$ cat src/hdl/greedy_line_breaker_assert.svh
// Assertion macros for the greedy line breaker.
`ifndef GREEDY_LINE_BREAKER_ASSERT_SVH
`define GREEDY_LINE_BREAKER_ASSERT_SVH

`ifndef NO_ASSERTIONS

// Same-cycle implication, checked out of reset.
`define GLB_ASSERT_IMPLIES(label, clk, rstn, ante, cons) \
    label: assert property (@(posedge clk) disable iff (!(rstn)) (ante) |-> (cons)) \
        else $error("assertion failed: implication");

// Next-cycle implication, checked out of reset.
`define GLB_ASSERT_NEXT(label, clk, rstn, ante, cons) \
    label: assert property (@(posedge clk) disable iff (!(rstn)) (ante) |=> (cons)) \
        else $error("assertion failed: next-cycle implication");

`else

`define GLB_ASSERT_IMPLIES(label, clk, rstn, ante, cons)
`define GLB_ASSERT_NEXT(label, clk, rstn, ante, cons)

`endif

`endif

$ cat src/hdl/glb_pkg.sv
// Shared types and constants for the greedy line breaker.
package glb_pkg;

    // Default parameter values
    localparam int OFFSET_BITS_DEF  = 16;
    localparam int ADVANCE_BITS_DEF = 17;

    // Field widths
    localparam int CP_W     = 21;
    localparam int GLYPH_W  = 12;
    localparam int OFFS_W   = 16;
    localparam int COUNT_W  = 8;
    localparam int WIDTH_W  = 16;
    localparam int LIMIT_W  = 8;

    // Stream widths, padded to whole bytes
    localparam int S_TDATA_W = 56;
    localparam int M_TDATA_W = 24;

    // Configuration port
    localparam int CFG_ADDR_W = 2;
    localparam int CFG_DATA_W = 21;

    localparam logic [WIDTH_W-1:0] LINE_WIDTH_RST  = 16'hFFFF;
    localparam logic [CP_W-1:0]    DELIMITER_RST   = 21'd32;
    localparam logic [LIMIT_W-1:0] BREAK_LIMIT_RST = 8'd0;
    localparam logic [COUNT_W-1:0] COUNT_MAX       = 8'hFF;

    typedef enum logic [CFG_ADDR_W-1:0] {
        REG_LINE_WIDTH  = 2'd0,
        REG_DELIMITER   = 2'd1,
        REG_BREAK_LIMIT = 2'd2
    } cfg_index_t;

    typedef struct packed {
        logic               start_of_text;
        logic [CP_W-1:0]    codepoint;
        logic [GLYPH_W-1:0] glyph_advance;
        logic [OFFS_W-1:0]  next_offset;
    } item_t;

    typedef struct packed {
        logic [OFFS_W-1:0]  break_offset;
        logic [COUNT_W-1:0] break_count;
        logic               limit_reached;
    } result_t;

    typedef struct packed {
        logic stopped;
        logic result_valid;
    } core_status_t;

endpackage

$ cat src/hdl/glb_in_reg.sv
// Input register stage: holds one accepted word until the core takes it.
module glb_in_reg
    import glb_pkg::*;
(
    input  logic  aclk,
    input  logic  aresetn,
    input  logic  in_valid,
    output logic  in_ready,
    input  item_t in_item,
    input  logic  advance,
    output logic  hold_valid,
    output item_t hold_item
);

    logic  valid_reg;
    logic  valid_next;
    item_t item_reg;

    // Accept when empty or when the held word leaves this cycle
    assign in_ready = !valid_reg || advance;

    always_comb begin
        valid_next = valid_reg;
        if (in_valid && in_ready) begin
            valid_next = 1'b1;
        end else if (advance) begin
            valid_next = 1'b0;
        end
    end

    always_ff @(posedge aclk) begin
        if (!aresetn) begin
            valid_reg <= 1'b0;
        end else begin
            valid_reg <= valid_next;
        end
    end

    // Load payload on accept
    always_ff @(posedge aclk) begin
        if (in_valid && in_ready) begin
            item_reg <= in_item;
        end
    end

    assign hold_valid = valid_reg;
    assign hold_item  = item_reg;

endmodule

$ cat src/hdl/glb_core.sv
// Wrap core: configuration registers, running line state and break decision.
module glb_core
    import glb_pkg::*;
#(
    parameter int OFFSET_BITS  = OFFSET_BITS_DEF,
    parameter int ADVANCE_BITS = ADVANCE_BITS_DEF
) (
    input  logic                  aclk,
    input  logic                  aresetn,
    input  logic                  cfg_wr_en,
    input  logic [CFG_ADDR_W-1:0] cfg_addr,
    input  logic [CFG_DATA_W-1:0] cfg_wdata,
    input  logic                  fire,
    input  item_t                 item,
    output result_t               result,
    output core_status_t          status
);

    localparam int CMP_W = (ADVANCE_BITS > WIDTH_W) ? ADVANCE_BITS : WIDTH_W;

    // Configuration
    logic [WIDTH_W-1:0] line_width_reg;
    logic [CP_W-1:0]    delimiter_reg;
    logic [LIMIT_W-1:0] break_limit_reg;

    // Running state
    logic [ADVANCE_BITS-1:0] line_adv_reg,  line_adv_next;
    logic [ADVANCE_BITS-1:0] word_adv_reg,  word_adv_next;
    logic [OFFSET_BITS-1:0]  pend_reg,      pend_next;
    logic [COUNT_W-1:0]      count_reg,     count_next;
    logic                    stopped_reg,   stopped_next;

    // Working values
    logic [ADVANCE_BITS-1:0] cur_line, cur_word, word_mid, word_sat, grown;
    logic [OFFSET_BITS-1:0]  cur_pend, pend_mid, offs_trunc;
    logic [COUNT_W-1:0]      cur_count, count_inc;
    logic                    cur_stop, is_delim, over, brk, hit;
    logic [ADVANCE_BITS:0]   adv_ext, word_sum, line_sum;
    logic [31:0]             offs_wide, pend_wide;

    // Write configuration
    always_ff @(posedge aclk) begin
        if (!aresetn) begin
            line_width_reg  <= LINE_WIDTH_RST;
            delimiter_reg   <= DELIMITER_RST;
            break_limit_reg <= BREAK_LIMIT_RST;
        end else if (cfg_wr_en) begin
            unique case (cfg_index_t'(cfg_addr))
                REG_LINE_WIDTH:  line_width_reg  <= cfg_wdata[WIDTH_W-1:0];
                REG_DELIMITER:   delimiter_reg   <= cfg_wdata[CP_W-1:0];
                REG_BREAK_LIMIT: break_limit_reg <= cfg_wdata[LIMIT_W-1:0];
                default: ;
            endcase
        end
    end

    // Clear running state at start of text
    always_comb begin
        cur_line  = item.start_of_text ? '0 : line_adv_reg;
        cur_word  = item.start_of_text ? '0 : word_adv_reg;
        cur_pend  = item.start_of_text ? '0 : pend_reg;
        cur_count = item.start_of_text ? '0 : count_reg;
        cur_stop  = item.start_of_text ? 1'b0 : stopped_reg;
    end

    // Word tracking and saturating advances
    always_comb begin
        is_delim   = (delimiter_reg == '0) || (item.codepoint == delimiter_reg);
        offs_wide  = 32'(item.next_offset);
        offs_trunc = offs_wide[OFFSET_BITS-1:0];
        adv_ext    = (ADVANCE_BITS+1)'(item.glyph_advance);
        word_sum   = {1'b0, cur_word} + adv_ext;
        word_sat   = word_sum[ADVANCE_BITS] ? '1 : word_sum[ADVANCE_BITS-1:0];
        line_sum   = {1'b0, cur_line} + adv_ext;
        grown      = line_sum[ADVANCE_BITS] ? '1 : line_sum[ADVANCE_BITS-1:0];
        word_mid   = is_delim ? '0 : word_sat;
        pend_mid   = is_delim ? offs_trunc : cur_pend;
    end

    // Break decision
    always_comb begin
        over      = CMP_W'(grown) > CMP_W'(line_width_reg);
        brk       = !cur_stop && (pend_mid != '0) && over;
        count_inc = (cur_count == COUNT_MAX) ? cur_count : cur_count + 1'b1;
        hit       = (break_limit_reg != '0) && (count_inc == break_limit_reg);
    end

    // Next running state
    always_comb begin
        line_adv_next = cur_line;
        word_adv_next = cur_word;
        pend_next     = cur_pend;
        count_next    = cur_count;
        stopped_next  = cur_stop;
        if (!cur_stop) begin
            word_adv_next = word_mid;
            pend_next     = pend_mid;
            if (brk) begin
                count_next = count_inc;
                if (hit) begin
                    stopped_next = 1'b1;
                end else begin
                    line_adv_next = word_mid;
                    word_adv_next = '0;
                    pend_next     = '0;
                end
            end else begin
                line_adv_next = grown;
            end
        end
    end

    always_ff @(posedge aclk) begin
        if (!aresetn) begin
            line_adv_reg <= '0;
            word_adv_reg <= '0;
            pend_reg     <= '0;
            count_reg    <= '0;
            stopped_reg  <= 1'b0;
        end else if (fire) begin
            line_adv_reg <= line_adv_next;
            word_adv_reg <= word_adv_next;
            pend_reg     <= pend_next;
            count_reg    <= count_next;
            stopped_reg  <= stopped_next;
        end
    end

    // Result word
    assign pend_wide            = 32'(pend_mid);
    assign result.break_offset  = pend_wide[OFFS_W-1:0];
    assign result.break_count   = count_inc;
    assign result.limit_reached = hit;

    assign status.stopped      = stopped_reg;
    assign status.result_valid = brk;

endmodule

$ cat src/hdl/glb_out_reg.sv
// Result register: holds one break word until the sink takes it.
module glb_out_reg
    import glb_pkg::*;
(
    input  logic    aclk,
    input  logic    aresetn,
    input  logic    load,
    input  result_t load_result,
    output logic    free,
    output logic    out_valid,
    input  logic    out_ready,
    output result_t out_result
);

    logic    valid_reg;
    logic    valid_next;
    result_t result_reg;

    // Room for a new word when empty or when the held one is taken now
    assign free = !valid_reg || out_ready;

    always_comb begin
        valid_next = valid_reg;
        if (load) begin
            valid_next = 1'b1;
        end else if (out_ready) begin
            valid_next = 1'b0;
        end
    end

    always_ff @(posedge aclk) begin
        if (!aresetn) begin
            valid_reg <= 1'b0;
        end else begin
            valid_reg <= valid_next;
        end
    end

    always_ff @(posedge aclk) begin
        if (load) begin
            result_reg <= load_result;
        end
    end

    assign out_valid  = valid_reg;
    assign out_result = result_reg;

endmodule

$ cat src/hdl/greedy_line_breaker.sv
// Greedy line breaker top level: streams, configuration port and checks.
// One character word is accepted per cycle while the input is not stalled. A word
// passes an input register, is evaluated combinationally against the running
// line state in the core, and a break, if any, lands in the result register.
// The running state updates once per character, so throughput is one character
// per clock when the input does not stall. The input stalls only while a character
// waits in the input register and the result register still holds a break word
// that the sink has not taken.
`include "greedy_line_breaker_assert.svh"

module greedy_line_breaker
    import glb_pkg::*;
#(
    parameter int OFFSET_BITS  = OFFSET_BITS_DEF,
    parameter int ADVANCE_BITS = ADVANCE_BITS_DEF
) (
    input  logic                  aclk,
    input  logic                  aresetn,
    // Configuration write port
    input  logic                  cfg_wr_en,
    input  logic [CFG_ADDR_W-1:0] cfg_addr,
    input  logic [CFG_DATA_W-1:0] cfg_wdata,
    // Character stream
    input  logic                  s_axis_tvalid,
    output logic                  s_axis_tready,
    // [20:0] codepoint, [32:21] glyph_advance, [48:33] next_offset, [55:49] zero
    input  logic [S_TDATA_W-1:0]  s_axis_tdata,
    // [0] start_of_text
    input  logic                  s_axis_tuser,
    // Break stream
    output logic                  m_axis_tvalid,
    input  logic                  m_axis_tready,
    // [15:0] break_offset, [23:16] break_count
    output logic [M_TDATA_W-1:0]  m_axis_tdata,
    // limit_reached
    output logic                  m_axis_tlast
);

    item_t        in_item, hold_item;
    logic         hold_valid, fire, out_free;
    result_t      core_result, out_result;
    core_status_t core_status;

    // Unpack the input word
    always_comb begin
        in_item.start_of_text = s_axis_tuser;
        in_item.codepoint     = s_axis_tdata[CP_W-1:0];
        in_item.glyph_advance = s_axis_tdata[CP_W+GLYPH_W-1:CP_W];
        in_item.next_offset   = s_axis_tdata[CP_W+GLYPH_W+OFFS_W-1:CP_W+GLYPH_W];
    end

    // Advance the held character when the result side has room
    assign fire = hold_valid && out_free;

    glb_in_reg u_in_reg (
        .aclk       (aclk),
        .aresetn    (aresetn),
        .in_valid   (s_axis_tvalid),
        .in_ready   (s_axis_tready),
        .in_item    (in_item),
        .advance    (fire),
        .hold_valid (hold_valid),
        .hold_item  (hold_item)
    );

    glb_core #(
        .OFFSET_BITS  (OFFSET_BITS),
        .ADVANCE_BITS (ADVANCE_BITS)
    ) u_core (
        .aclk      (aclk),
        .aresetn   (aresetn),
        .cfg_wr_en (cfg_wr_en),
        .cfg_addr  (cfg_addr),
        .cfg_wdata (cfg_wdata),
        .fire      (fire),
        .item      (hold_item),
        .result    (core_result),
        .status    (core_status)
    );

    glb_out_reg u_out_reg (
        .aclk        (aclk),
        .aresetn     (aresetn),
        .load        (fire && core_status.result_valid),
        .load_result (core_result),
        .free        (out_free),
        .out_valid   (m_axis_tvalid),
        .out_ready   (m_axis_tready),
        .out_result  (out_result)
    );

    // Pack the break word
    assign m_axis_tdata = {out_result.break_count, out_result.break_offset};
    assign m_axis_tlast = out_result.limit_reached;

    // A break that reaches the limit leaves the core stopped
    `GLB_ASSERT_IMPLIES(a_limit_stops, aclk, aresetn, m_axis_tvalid && m_axis_tlast, core_status.stopped)
    // A break always carries a nonzero count
    `GLB_ASSERT_IMPLIES(a_count_nonzero, aclk, aresetn, m_axis_tvalid, m_axis_tdata[23:16] != 8'd0)
    // Input back-pressure only while a character is held
    `GLB_ASSERT_IMPLIES(a_ready_held, aclk, aresetn, !s_axis_tready, hold_valid)
    // A stalled character stays in the input register
    `GLB_ASSERT_NEXT(a_hold_keeps, aclk, aresetn, hold_valid && !fire, hold_valid)

endmodule

$ cat config.mk
export PLATFORM = sky130hd
export DESIGN_NAME = greedy_line_breaker
export DESIGN_NICKNAME = d
export VERILOG_FILES = /design/src/hdl/glb_pkg.sv /design/src/hdl/glb_in_reg.sv /design/src/hdl/glb_core.sv /design/src/hdl/glb_out_reg.sv /design/src/hdl/greedy_line_breaker.sv
export VERILOG_INCLUDE_DIRS = /design/src /design/src/hdl
export SDC_FILE = /design/constraint.sdc
export NUM_CORES = 1
export LEC_CHECK = 0
export ABC_AREA = 1
export BUFFER_PORTS_ARGS = -buffer_cell sky130_fd_sc_hd__buf_2
export CAP_MARGIN = 20
export CORE_MARGIN = 2
export CORE_UTILIZATION = 45
export CTS_BUF_LIST = sky130_fd_sc_hd__clkbuf_16
export CTS_CLUSTER_DIAMETER = 100
export DETAILED_ROUTE_END_ITERATION = 16
export GPL_ROUTABILITY_DRIVEN = 0
export PLACE_DENSITY = 0.68
export SETUP_SLACK_MARGIN = 0.3
export SYNTH_ARGS = -nofsm -noshare
export SYNTH_HDL_FRONTEND = slang
export SYNTH_SLANG_ARGS = --single-unit
export TNS_END_PERCENT = 50
$ cat constraint.sdc
create_clock -name aclk -period 11.31 [get_ports aclk]
set_input_delay 1.6965 -clock aclk [delete_from_list [all_inputs] [get_ports aclk]]
set_output_delay 1.6965 -clock aclk [all_outputs]
set_load 0.02 [all_outputs]
# Word level (Yosys, flattened, before mapping)
# Index checks and enable logic that the tools add are counted.
[op_classes]
order_cmp = 1
n_eq_ne = 5
n_reduce_logical = 21
add_sub_neg = 3
n_mux = 28
[ops]
columns = ["cell", "count"]
rows = [
  ["two-way mux 17 bit", 11],
  ["two-way mux 16 bit", 5],
  ["adder 17 x 12 -> 18 bit", 2],
  ["two-way mux 8 bit", 4],
  ["equality test 21 bit", 1],
  ["zero test 21 bit", 1],
  ["greater-than comparator 17 x 16 -> 1 bit", 1],
  ["nonzero test 16 bit", 1],
  ["adder 8 x 1 -> 8 bit (second input constant)", 1],
  ["equality test 8 bit", 1],
  ["equality test 8 bit (second input constant)", 1],
  ["two-way mux 1 bit", 8],
  ["nonzero test 8 bit", 1],
  ["logical AND 1 bit", 6],
  ["AND reduction 2 bit", 3],
  ["nonzero test 2 bit", 2],
  ["zero test 1 bit", 3],
  ["logical OR 1 bit", 3],
  ["equality test 2 x 1 -> 1 bit (second input constant)", 1],
  ["equality test 2 bit (second input constant)", 1],
  ["zero test 2 bit", 1],
]
[totals]
ff_bits = 181
output_inout_bits = 27

# Logic depth before layout (Yosys ltp)
# Gate-level depths: netlist of the first run.
[logic_depth]
word_depth = 8
mapped_depth = 37

# Cells and area by module
# Synthesis of the first run repeated with hierarchy kept, for this count alone.
[unflattened]
cells_unflattened = 1475
hier_area_um2 = 10895.4
[modules_own_cells]
columns = ["mod", "seq_area_each_um2", "cells_per_inst", "area_per_inst_um2", "n_inst"]
rows = [
  ["glb_core", 2082.0, 1383, 8528.2, 1],
  ["glb_in_reg", 1521.5, 57, 1552.7, 1],
  ["glb_out_reg", 770.7, 31, 797.0, 1],
  ["greedy_line_breaker", 0.0, 4, 17.5, 1],
]

# Worst setup path before layout of the first run
# No wires, ideal clock.
[synth_timing]
path_type = "reg2reg"
startpoint = "reg u_in_reg.item_reg, in the netlist u_in_reg.hold_item[49]"
endpoint = "reg u_out_reg.result_reg, in the netlist u_out_reg.out_result[0], enable pin"
n_path_buf = 4
slack_ns = 6.198
period_less_slack_ns = 5.112
setup_time_ns = 0.380
path_stages_with_launch = 34
t_arrival_ns = 4.733
cell_sequence = "edfxtp_1 -> inv_4 -> buf_6 -> buf_4 -> clkbuf_1 -> nand2_1 -> inv_1 -> ha_1 -> fa_1 -> nand2_1 -> o21ai_0 -> nand2_1 -> nand2_1 -> a31oi_1 -> o21ai_0 -> xor2_1 -> nor2_1 -> inv_1 -> ha_1 -> nand2_1 -> nor2_1 -> nand2_1 -> nand2_1 -> nand2_1 -> nand2_1 -> nand2_1 -> nand2_1 -> nand2_1 -> a21oi_4 -> nand2_4 -> buf_6 -> inv_2 -> nand2_1 -> inv_1"
[synth_between]
elab_chain_len = 6
elab_cells_between_ends = 12
[synth_lines]
columns = ["item", "line", "source"]
rows = [
  ["start: declaration", "glb_in_reg.sv:17", "item_t item_reg;"],
  ["start signal: assignment", "glb_in_reg.sv:42", "item_reg <= in_item;"],
  ["two-way mux 17 bit or two-way mux 16 bit (tied branches)", "glb_core.sv:59, glb_core.sv:61", ""],
  ["adder 17 x 12 -> 18 bit or two-way mux 16 bit (tied branches)", "glb_core.sv:74, glb_core.sv:77", ""],
  ["two-way mux 17 bit or nonzero test 16 bit (tied branches)", "glb_core.sv:75, glb_core.sv:83", ""],
  ["greater-than comparator 17 x 16 -> 1 bit or logical AND 1 bit (tied branches)", "glb_core.sv:82, glb_core.sv:83", ""],
  ["logical AND 1 bit *", "glb_core.sv:83", "brk = !cur_stop && (pend_mid != '0) && over;"],
  ["logical AND 1 bit *", "greedy_line_breaker.sv:84", ".load (fire && core_status.result_valid),"],
  ["via u_out_reg.load", "glb_out_reg.sv:7", "input logic load,"],
  ["end signal: assignment", "glb_out_reg.sv:41", "result_reg <= load_result;"],
  ["end: declaration", "glb_out_reg.sv:17", "result_t result_reg;"],
]
# The timed path passes the listed nets; every way through them passes the cells marked *.
# A chain may end at the register's enable or synchronous reset.

# Worst setup path in the final report of the first run
[layout_timing]
startpoint = "reg u_in_reg.item_reg, in the netlist u_in_reg.hold_item[49]"
endpoint = "reg u_out_reg.result_reg, in the netlist u_out_reg.out_result[3], enable pin"
# Same word-level chain as after synthesis.

==> results.sh, run 1 <==
export IMPL_hold_viol_final=0
export IMPL_io_buffers=104
export IMPL_die_x_um=155
export IMPL_setup_tns_ns=0
export IMPL_synthArstFlopShare_pct=0
export IMPL_power_density_nw_per_um2=134
export IMPL_utilization_pct=51.3
export IMPL_finalClockSkew_ns=0.0145
export IMPL_die_area_sq_um=24100
export IMPL_syn_nets=1502
export IMPL_die_y_um=155
export IMPL_netlist_top_cells_area="edfxtp_1, dfxtp_1, nand2_1, a21oi_1, inv_1"
export IMPL_slew_headroom_pct=34.7
export IMPL_max_vdd_ir_drop_mv=0.0869
export IMPL_dp_cells=1716
export IMPL_rsz0062_at_grt="no"
export IMPL_multi_input_area_sq_um=4950
export IMPL_cts_sinks=181
export IMPL_p_sw_share_pct=28.9
export IMPL_stdcell_count=1749
export IMPL_num_rows=55
export IMPL_clock_latency_ns=0.44
export IMPL_gr_total_overflow=0
export IMPL_max_freq_mhz=170
export IMPL_slowest_stage="inv_1"
export IMPL_drt_initial_drc_count=592
export IMPL_drc=0
export IMPL_share_comb_of_total_power_pct=14.2
export IMPL_pwr_share_clk_pct=39.0
export IMPL_seqCellArea_sq_um=4370
export IMPL_start_util_pct=45.6
export IMPL_cts_htree_levels=4
export IMPL_grt_pass1_wl_um=42400
export IMPL_nets=1579
export IMPL_clkTransAtPathRegs_ns=0.08
export IMPL_dr_pass1_iters=5
export IMPL_grt_max_degree=65
export IMPL_largest_register_ffs=50
export IMPL_netSwitchingPower_mw=0.450
export IMPL_synth_edff_count=75
export IMPL_cts_hold_buf=0
export IMPL_min_delay_path_depth=2
export IMPL_yosysTopAreaCell="edfxtp_1"
export IMPL_whs_ns=0.465
export IMPL_finalSetupViolCount=0
export IMPL_period_minus_slack_ns=5.89
export IMPL_postCtsSetupBuffers=0
export IMPL_max_cap_violations=0
export IMPL_drive_gt1_share_pct=12.8
export IMPL_avgViaCountPerCell=5.25
export IMPL_num_antenna_cells=0
export IMPL_max_slew_worst_pin_slew_ns=0.979
export IMPL_areaGrowthSynthToFinish_pct=12.6
export IMPL_regToRegEndpoint="u_out_reg.out_result[3]$_DFFE_PP_"
export IMPL_yosysWarningCount=0
export IMPL_core_area_sq_um=22600
export IMPL_critPathMaxFanout=42
export IMPL_cts_resized=0
export IMPL_antenna_found_initial=0
export IMPL_synth_seq_area_share_pct=42.5
export IMPL_clock_path_buffers=2
export IMPL_startpoint="u_in_reg.hold_item[49]$_DFFE_PP_"
export IMPL_cp_end_kind="flop"
export IMPL_cp_data_arrival_time_ns=5.95
export IMPL_synth_avg_cell_area_sq_um=7.49
export IMPL_p_seq_share_pct=46.8
export IMPL_cts_tree="yes"
export IMPL_wl_um=25800
export IMPL_reg2reg_slack_ns=5.42
export IMPL_startpoint_type="flop"
export IMPL_fillers=2191
export IMPL_crit_top_cell="nand2_1"
export IMPL_slew_viol_final=0
export IMPL_ys_flop_type="dfxtp_1"
export IMPL_ioPinCount=112
export IMPL_min_path_type="flop to flop"
export IMPL_placed_cell_area_sq_um=11000
export IMPL_finalCritPeriodShare_pct=52.1
export IMPL_hpwl_um=17600
export IMPL_syn_cell_area_sq_um=10300
export IMPL_drtAntennaViolNets=0
export IMPL_syn_instance_count=1374
export IMPL_power_leakage_nw=5.46
export IMPL_p_int_mw=1.11
export IMPL_outcome="complete, no violations"
export IMPL_yosysMostFrequentCell="nand2_1"
export IMPL_path_class="flop to flop"
export IMPL_reg2reg_depth=32
export IMPL_crit_required_ns=11.37
export IMPL_cp_slowest_stage_delay_ns=0.77
export IMPL_synth_top_cell_area_share_pct=21.9
export IMPL_post_drt_wl_per_cell_um=14.8
export IMPL_synth_distinct_cells=43
export IMPL_min_from="u_core.word_adv_reg[7]$_SDFFE_PN0P_"
export IMPL_cts_inserted_buffers=17
export IMPL_first_global_vias=8560
export IMPL_hold_path_endpoint="u_core.word_adv_reg[7]$_SDFFE_PN0P_"
export IMPL_clockRootBuffer="clkbuf_16"
export IMPL_vias=9185
export IMPL_synth_seq_cells=181
export IMPL_final_cell_area_sq_um=11600
export IMPL_grt_usage_pct=21.9
export IMPL_reg2reg_from="u_in_reg.hold_item[49]$_DFFE_PP_"
export IMPL_ys_top_cells_by_count="nand2_1, inv_1, a21oi_1"
==> per-stage QoR <==
step | worst slack (ns) | total power [mW]
floorplan | 6.20 | 0.897
global placement | 5.60 | 0.956
global route | 4.78 | 1.63
detailed placement | 5.44 | 0.960
CTS | 5.40 | 1.56
finish | 5.42 | 1.56
==> per-layer routing <==
metal,up-vias,wire (um),GRT usage (%)
met1,4253,11700,28.9
met4,0,503,6.68
met2,228,12400,37.3
li1,4670,-,-
met3,34,1200,3.29
met5,-,0,0
==> critical path: cells and delay by family (launching register included) <==
family | cells | cell delay [ns]
buf+inv | 7 | 1.80
compound gates | 5 | 1.32
flops | 1 | 0.34
simple gates | 18 | 1.46
fa+ha+maj | 2 | 0.52
==> cell type report <==
cell class,instances,area share (%)
tap,285,3.08
sequential,181,37.8
inverter,178,5.79
timing repair buffer,115,5.38
clock buffer,17,3.67
multi-input combinational,958,42.8
clock inverter,15,1.56
==> power by group through the flow <==
stage          clock (mW)  sequential, mW  combinational, mW
2_1_floorplan           0           0.738              0.160
3_3_place_gp            0           0.742              0.214
3_5_place_dp            0           0.743              0.218
4_1_cts             0.615           0.728              0.219
5_1_grt             0.643           0.732              0.251
6_report            0.606           0.728              0.221
==> cells in the final DEF (no fill, tap or decap), drive strengths merged <==
master / instances
nor4: 5
bufinv: 1
a21o: 5
clkinv: 8
inv: 183
or2: 3
clkinvlp: 1
clkbuf: 17
a21oi: 140
nand4: 8
a211oi: 1
o2bb2ai: 1
fa: 2
nand2: 361
o21a: 2
xor2: 16
nand3: 105
edfxtp: 75
nand3b: 28
buf: 115
dfxtp: 106
ha: 41
a31oi: 10
nor2: 113
o211ai: 16
nor3: 6
xnor2: 7
o21ai: 87
o21bai: 1
==> worst max path at each step <==
stage                                         to  slack (ns)
2_1_floorplan  u_out_reg.out_result[0]$_DFFE_PP_        6.20
3_3_place_gp   u_out_reg.out_result[3]$_DFFE_PP_        5.60
3_5_place_dp   u_out_reg.out_result[5]$_DFFE_PP_        5.44
4_1_cts        u_out_reg.out_result[3]$_DFFE_PP_        5.40
5_1_grt        u_out_reg.out_result[3]$_DFFE_PP_        4.78
6_report       u_out_reg.out_result[3]$_DFFE_PP_        5.42
==> kinds of logic (layout without fill, tap and decap cells) <==
family	Yosys count	after routing	synth area share [%]
and+or+nand+nor	629	629	27.0
buffers and inverters	235	325	9.46
AOI/OAI and AO/OA	263	263	13.7
adders and majority gates	43	43	5.37
DFF	181	181	42.5
xor gates and xnor gates	23	23	1.96
(Power assumes the default switching activity.)
==> run 2: changes to the inputs <==
Settings changed: ABC_AREA 1 to 0, PLACE_DENSITY 0.68 to 0.71.
Clock period 11.31 ns to 4.9 ns, I/O delays scaled along.
==> run 2 against run 1 <==
  * Area after synthesis down 7.7%
  * Highest routed layer unchanged
  * Worst setup slack worse by 5.1 ns
  * Sequential share of layout area up 0.48 points
  * Core utilization up 3.4 points
  * Register-to-register slack worse by 5.1 ns
  * Cell area down 1.3%
==> results.sh, run 2 <==
export IMPL_critPathMaxFanout=17
export IMPL_synthArstFlopShare_pct=0
export IMPL_die_area_sq_um=22300
export IMPL_cts_tree="yes"
export IMPL_yosys_area_share_adder_pct=5.82
export IMPL_slew_viol_final=0
export IMPL_num_antenna_cells=0
export IMPL_regToRegEndpoint="u_out_reg.out_result[17]$_DFFE_PP_"
export IMPL_min_path_type="flop to flop"
export IMPL_syn_instance_count=999
export IMPL_antenna_found_initial=0
export IMPL_ys_flop_type="dfxtp_1"
export IMPL_crit_required_ns=5.09
export IMPL_reg2reg_slack_ns=0.36
export IMPL_cts_hold_buf=0
export IMPL_ioPinCount=112
export IMPL_grt_use_met3_pct=4.50
export IMPL_yosysMostFrequentCell="nand2_1"
export IMPL_setup_slack_ns=0.359
export IMPL_layout_commonest_cell="nand2_1"
export IMPL_netlist_top_cells_area="edfxtp_1, dfxtp_1, nand2_1, ha_1, xnor2_1"
export IMPL_max_cap_violations=0
export IMPL_drc=0
export IMPL_synth_seq_cells=181
export IMPL_finalCritPeriodShare_pct=92.7
export IMPL_drtAntennaViolNets=0
export IMPL_synth_compound_area_share_pct=20.7
export IMPL_synth_top_cell_area_share_pct=23.7
export IMPL_syn_cell_area_sq_um=9500
export IMPL_dr_pass1_iters=7
export IMPL_synth_distinct_cells=82
export IMPL_min_delay_path_depth=2
export IMPL_grt_max_degree=51
export IMPL_busiest_layer="met2"
export IMPL_max_freq_mhz=220
export IMPL_power_leakage_nw=4.56
export IMPL_vias=8234
export IMPL_drive_gt1_share_pct=21.9
export IMPL_synth_avg_cell_area_sq_um=9.51
export IMPL_grt_pass1_wl_um=40600
export IMPL_muxShareOfSynthArea_pct=1.42
export IMPL_met2_usage_pct=37.3
export IMPL_synth_seq_area_share_pct=46.0
export IMPL_io_buffers=104
export IMPL_mostFrequentLayoutCells="nand2_1, dfxtp_1, buf_2"
export IMPL_max_vdd_ir_drop_mv=0.214
export IMPL_clock_latency_ns=0.43
export IMPL_rsz0062_at_grt="yes"
export IMPL_die_x_um=149
export IMPL_startpoint_type="flop"
export IMPL_grt_usage_pct=23.1
export IMPL_cts_sinks=181
export IMPL_synthSimpleGateAreaFrac_pct=18.4
export IMPL_post_drt_wl_per_cell_um=18.1
export IMPL_p_seq_share_pct=47.1
export IMPL_outcome="complete, no violations"
export IMPL_synthXorXnorAreaFrac_pct=4.42
export IMPL_clockRootBuffer="clkbuf_16"
export IMPL_placed_cell_area_sq_um=10500
export IMPL_finalClockSkew_ns=0.0148
export IMPL_areaGrowthSynthToFinish_pct=20.4
export IMPL_syn_nets=1127
export IMPL_cp_data_arrival_time_ns=4.73
export IMPL_cts_inserted_buffers=17
export IMPL_hold_path_endpoint="u_core.word_adv_reg[5]$_SDFFE_PN0P_"
export IMPL_finalSetupViolCount=0
export IMPL_gr_total_overflow=0
export IMPL_reg2reg_from="u_in_reg.hold_item[49]$_DFFE_PP_"
export IMPL_ys_top_cells_by_count="nand2_1, dfxtp_1, edfxtp_1"
export IMPL_first_global_vias=7819
export IMPL_p_int_mw=2.57
export IMPL_start_util_pct=45.5
export IMPL_num_rows=53
export IMPL_hpwl_um=17700
export IMPL_clkTransAtPathRegs_ns=0.08
export IMPL_yosysTopAreaCell="edfxtp_1"
export IMPL_power_density_nw_per_um2=311
export IMPL_drt_initial_drc_count=628
export IMPL_period_minus_slack_ns=4.54
export IMPL_core_area_sq_um=20900
export IMPL_pre_cts_ws_ns=-0.0542
export IMPL_synth_top_family_by_area="compound AO/OA/AOI/OAI gates"
export IMPL_largest_register_ffs=50
export IMPL_path_class="flop to flop"
export IMPL_final_cell_area_sq_um=11400
export IMPL_p_sw_share_pct=27.8
export IMPL_max_slew_worst_pin_slew_ns=0.873
export IMPL_clock_path_buffers=2
export IMPL_slew_headroom_pct=41.6
export IMPL_pwr_share_clk_pct=39.4
export IMPL_reg2reg_depth=18
export IMPL_share_comb_of_total_power_pct=13.5
export IMPL_hold_viol_final=0
export IMPL_nets=1252
export IMPL_cp_end_kind="flop"
export IMPL_avgViaCountPerCell=5.83
export IMPL_min_from="u_core.word_adv_reg[5]$_SDFFE_PN0P_"
export IMPL_die_y_um=149
export IMPL_netSwitchingPower_mw=0.991
export IMPL_cts_htree_levels=4
export IMPL_wl_um=25600
export IMPL_yosysWarningCount=0
export IMPL_synth_edff_count=75
export IMPL_grt_met1_usage_pct=31.2
-- run 2: logic make-up (layout without fill, tap and decap cells) --
| logic type | count (synthesis) | count (layout) |
|---|---|---|
| fa+ha+maj | 43 | 43 |
| mux | 13 | 13 |
| buf+inv | 78 | 216 |
| xor+xnor | 48 | 48 |
| simple gates | 359 | 359 |
| flops | 181 | 181 |
| compound gates | 277 | 277 |
-- run 2: worst max-delay path, stage by stage, from the launching register on --
cell	delay, ns
edfxtp_1	0.32
buf_4	0.18
nor2b_4	0.07
ha_4	0.17
fa_2	0.40
a211oi_4	0.25
o21ai_2	0.11
a41o_1	0.30
and3_4	0.21
xnor2_1	0.12
o21ai_1	0.19
ha_1	0.27
a21o_1	0.17
a21o_1	0.19
or4b_4	0.50
o21ai_4	0.25
a211o_1	0.25
clkinv_4	0.17
buf_12	0.20
-- run 2: layer usage --
metal	part of all wire [%]	vias up
met4	2.6	0
met5	0	-
met3	6.1	60
met1	44	3879
met2	47	338
li1	-	3957
-- run 2: metrics by stage --
step / hold slack [ns] / power [mW] / std cells / util [%] / TNS, ns
after floorplan: 0.417 / 2.00 / 999 / - / 0
after global placement: 0.427 / 2.14 / 1367 / 50.5 / 0
after detailed placement: 0.431 / 2.15 / 1367 / 50.5 / -0.254
after CTS: 0.450 / 3.56 / 1411 / 54.2 / 0
after global routing: 0.448 / 3.70 / 1412 / 54.8 / 0
final: 0.446 / 3.56 / 1412 / 54.8 / 0
-- run 2: how the worst max path moves through the flow --
stage                                     start                              endpoint  slack [ns]
2_1_floorplan  u_in_reg.hold_item[49]$_DFFE_PP_  u_core.line_adv_reg[14]$_SDFFE_PN0P_        0.21
3_3_place_gp   u_in_reg.hold_item[49]$_DFFE_PP_      u_core.count_reg[6]$_SDFFE_PN0P_        0.09
3_5_place_dp   u_in_reg.hold_item[49]$_DFFE_PP_      u_core.count_reg[1]$_SDFFE_PN0P_       -0.05
4_1_cts        u_in_reg.hold_item[49]$_DFFE_PP_   u_core.word_adv_reg[4]$_SDFFE_PN0P_        0.30
5_1_grt        u_in_reg.hold_item[49]$_DFFE_PP_   u_core.line_adv_reg[2]$_SDFFE_PN0P_        0.23
6_report       u_in_reg.hold_item[49]$_DFFE_PP_    u_out_reg.out_result[17]$_DFFE_PP_        0.36
-- run 2: area by class of cell --
| type | count | area (sq um) |
|---|---|---|
| clock buffers | 17 | 425 |
| clock inverters | 15 | 181 |
| fillers | 1843 | 9450 |
| inverters | 32 | 125 |
| multi-input cells | 740 | 5080 |
| flip-flops and latches | 181 | 4370 |
| well taps | 275 | 344 |
| repair buffers | 152 | 911 |
-- run 2: power by group through the flow --
stage	logic (mW)	clock network (mW)	registers [mW]
2_1_floorplan	0.305	0	1.70
3_3_place_gp	0.433	0	1.71
3_5_place_dp	0.442	0	1.71
4_1_cts	0.459	1.42	1.68
5_1_grt	0.527	1.49	1.68
6_report	0.482	1.40	1.68
-- run 2: timing repair --
item                       in CTS  in global routing
gates resized for setup        21                 26
pin swaps                      11                  9
setup buffers                  11                  1
gates cloned                    1                  0
setup endpoints to repair      85                 85
==> run 3: changes to the inputs <==
Settings changed: CTS_BUF_LIST sky130_fd_sc_hd__clkbuf_16 to sky130_fd_sc_hd__clkbuf_8.
Clock period 4.9 ns to 3.8 ns, I/O delays scaled along.
==> run 3 against run 2 <==
  * The flow now finishes with violations (negative setup slack)
  * Via count up 3.1%
  * Flip-flop and latch count unchanged
  * Non-clock buffer count up 70
  * Final cell count up 5.0%
  * Power up 19%
  * Critical path depth down 1
  * Global-route usage up 1.5 points
  * Combinational power up 51%
==> results.sh, run 3 (same netlist as run 2, synthesis figures left out) <==
export IMPL_cts_htree_levels=4
export IMPL_cts_inserted_buffers=17
export IMPL_violations="negative setup slack"
export IMPL_hold_viol_final=0
export IMPL_path_class="flop to flop"
export IMPL_vias=8490
export IMPL_die_area_sq_um=22300
export IMPL_reg2reg_depth=17
export IMPL_rsz0062_at_grt="yes"
export IMPL_drive_gt1_share_pct=29.4
export IMPL_core_area_sq_um=20900
export IMPL_whs_ns=0.263
export IMPL_clkTransAtPathRegs_ns=0.11
export IMPL_cp_end_kind="flop"
export IMPL_die_y_um=149
export IMPL_setup_tns_ns=-48.40
export IMPL_critPathMaxFanout=7
export IMPL_max_slew_worst_pin_slew_ns=0.850
export IMPL_clockRootBuffer="clkbuf_8"
export IMPL_largest_register_ffs=50
export IMPL_hpwl_um=19600
export IMPL_dr_wl_met2_um=13000
export IMPL_num_antenna_cells=0
export IMPL_gr_total_overflow=0
export IMPL_reg2reg_slack_ns=-0.63
export IMPL_wl_met1_um=11800
export IMPL_max_cap_violations=0
export IMPL_post_drt_wl_per_cell_um=18.6
export IMPL_startpoint_type="flop"
export IMPL_drc=0
export IMPL_min_delay_path_depth=1
export IMPL_max_freq_mhz=226
export IMPL_cp_data_arrival_time_ns=4.84
export IMPL_slew_headroom_pct=43.4
export IMPL_pre_cts_ws_ns=-0.888
export IMPL_num_rows=53
export IMPL_fillers=1805
export IMPL_power_leakage_nw=4.88
export IMPL_min_path_type="input pin to flop"
export IMPL_outcome="finished with violations"
export IMPL_regToRegEndpoint="u_core.line_adv_reg[14]$_SDFFE_PN0P_"
export IMPL_grt_max_degree=37
export IMPL_areaGrowthSynthToFinish_pct=26.8
export IMPL_io_buffers=104
export IMPL_setup_slack_ns=-0.634
export IMPL_start_util_pct=45.5
export IMPL_clock_latency_ns=0.48
export IMPL_nets=1323
export IMPL_max_vdd_ir_drop_mv=0.237
export IMPL_utilization_pct=57.7
export IMPL_die_x_um=149
export IMPL_grt_usage_pct=24.5
export IMPL_min_from="s_axis_tdata[11]"
export IMPL_finalClockSkew_ns=0.0131
export IMPL_slew_viol_final=0
export IMPL_clock_path_buffers=2
export IMPL_avgViaCountPerCell=5.72
export IMPL_finalSetupViolCount=85
export IMPL_power_density_nw_per_um2=351
export IMPL_placed_cell_area_sq_um=11100
export IMPL_antenna_found_initial=0
export IMPL_layout_commonest_cell="nand2_1"
export IMPL_drtAntennaViolNets=0
export IMPL_cts_tree="yes"
export IMPL_drt_initial_drc_count=726
export IMPL_cts_sinks=181
export IMPL_ioPinCount=112
export IMPL_finalCritPeriodShare_pct=117
export IMPL_final_cell_area_sq_um=12100
export IMPL_wl_um=27500
export IMPL_grt_pass1_wl_um=42700
export IMPL_period_minus_slack_ns=4.43
export IMPL_crit_required_ns=4.20
export IMPL_top_layer_used="met4"
export IMPL_mostFrequentLayoutCells="nand2_1, dfxtp_1, buf_2, buf_4, edfxtp_1"
export IMPL_route_met3_wl_um=1750
export IMPL_first_global_vias=8059
export IMPL_hold_path_endpoint="u_in_reg.hold_item[39]$_DFFE_PP_"
export IMPL_dr_pass1_iters=6
export IMPL_reg2reg_from="u_in_reg.hold_item[49]$_DFFE_PP_"
export IMPL_cts_hold_buf=0
## run 3: changes by cell type in the layout (fill, tap and decap cells not counted), moves of 5 or more
cell	delta
o2bb2ai_2	+5
o2bb2ai_1	-5
buf_6	+8
clkbuf_16	-17
o21ai_0	-7
clkbuf_8	+17
o21ai_2	+6
clkinv_8	+5
buf_4	+61
## run 3: layer usage
layer | global-route usage (%) | up-vias
met2 | 40.4 | 365
li1 | - | 4088
met5 | 0 | -
met1 | 32.9 | 3965
met4 | 8.81 | 0
met3 | 3.67 | 72
## run 3: through the flow
stage	total power, mW	instances
detailed placement	2.85	1436
global placement	2.84	1436
floorplan	2.58	999
global route	4.40	1483
finish	4.23	1483
CTS	4.20	1475
## run 3: worst max path at each step
| stage | startpoint | end | slack [ns] | depth (start not counted) |
|---|---|---|---|---|
| floorplan | u_in_reg.hold_item[49]$_DFFE_PP_ | u_core.line_adv_reg[14]$_SDFFE_PN0P_ | -0.89 | 21 |
| global placement | u_in_reg.hold_item[49]$_DFFE_PP_ | u_core.line_adv_reg[9]$_SDFFE_PN0P_ | -0.78 | 17 |
| detailed placement | u_in_reg.hold_item[49]$_DFFE_PP_ | u_core.word_adv_reg[5]$_SDFFE_PN0P_ | -0.89 | 18 |
| CTS | u_in_reg.hold_item[49]$_DFFE_PP_ | u_core.pend_reg[10]$_SDFFE_PN0P_ | -0.53 | 20 |
| global route | u_in_reg.hold_item[49]$_DFFE_PP_ | u_core.line_adv_reg[3]$_SDFFE_PN0P_ | -0.76 | 20 |
| finish | u_in_reg.hold_item[49]$_DFFE_PP_ | u_core.line_adv_reg[14]$_SDFFE_PN0P_ | -0.63 | 17 |
## run 3: critical path: stages (launching register included)
cell	delay [ns]
edfxtp_1	0.43
buf_4	0.16
buf_6	0.15
nor2b_4	0.15
ha_4	0.22
and4_4	0.20
a31o_2	0.27
o21a_1	0.20
a31oi_4	0.21
mux2_4	0.34
ha_1	0.18
a21o_1	0.17
a21o_1	0.19
or4b_4	0.50
o21ai_4	0.25
a21boi_4	0.13
or4_4	0.50
o211ai_1	0.09
## run 3: what timing repair did
action / CTS / global route
pin swaps: 30 / 25
gates resized for setup: 61 / 46
endpoints found under the setup margin: 85 / 86
gates cloned: 1 / 0
hold endpoints to repair: 0 / 0
buffers inserted: 6 / 7
## run 3: layout make-up
class                   count  area, sq um  area share [%]
inverters                  32          133            1.10
repair inverters            1         8.76          0.0727
clock buffers              17          234            1.94
multi-input cells         740         5290            43.9
clock inverters            15          184            1.53
repair buffers            222         1490            12.4
well taps                 275          344            2.85
flip-flops and latches    181         4370            36.3
## run 3: power breakdown
part,internal [mW],switching [mW],total (mW),leakage (nW)
Sequential,2.11,0.0562,2.16,1.59
Combinational,0.322,0.404,0.726,3.09
Clock,0.504,0.839,1.34,0.206
Total,2.93,1.30,4.23,4.88
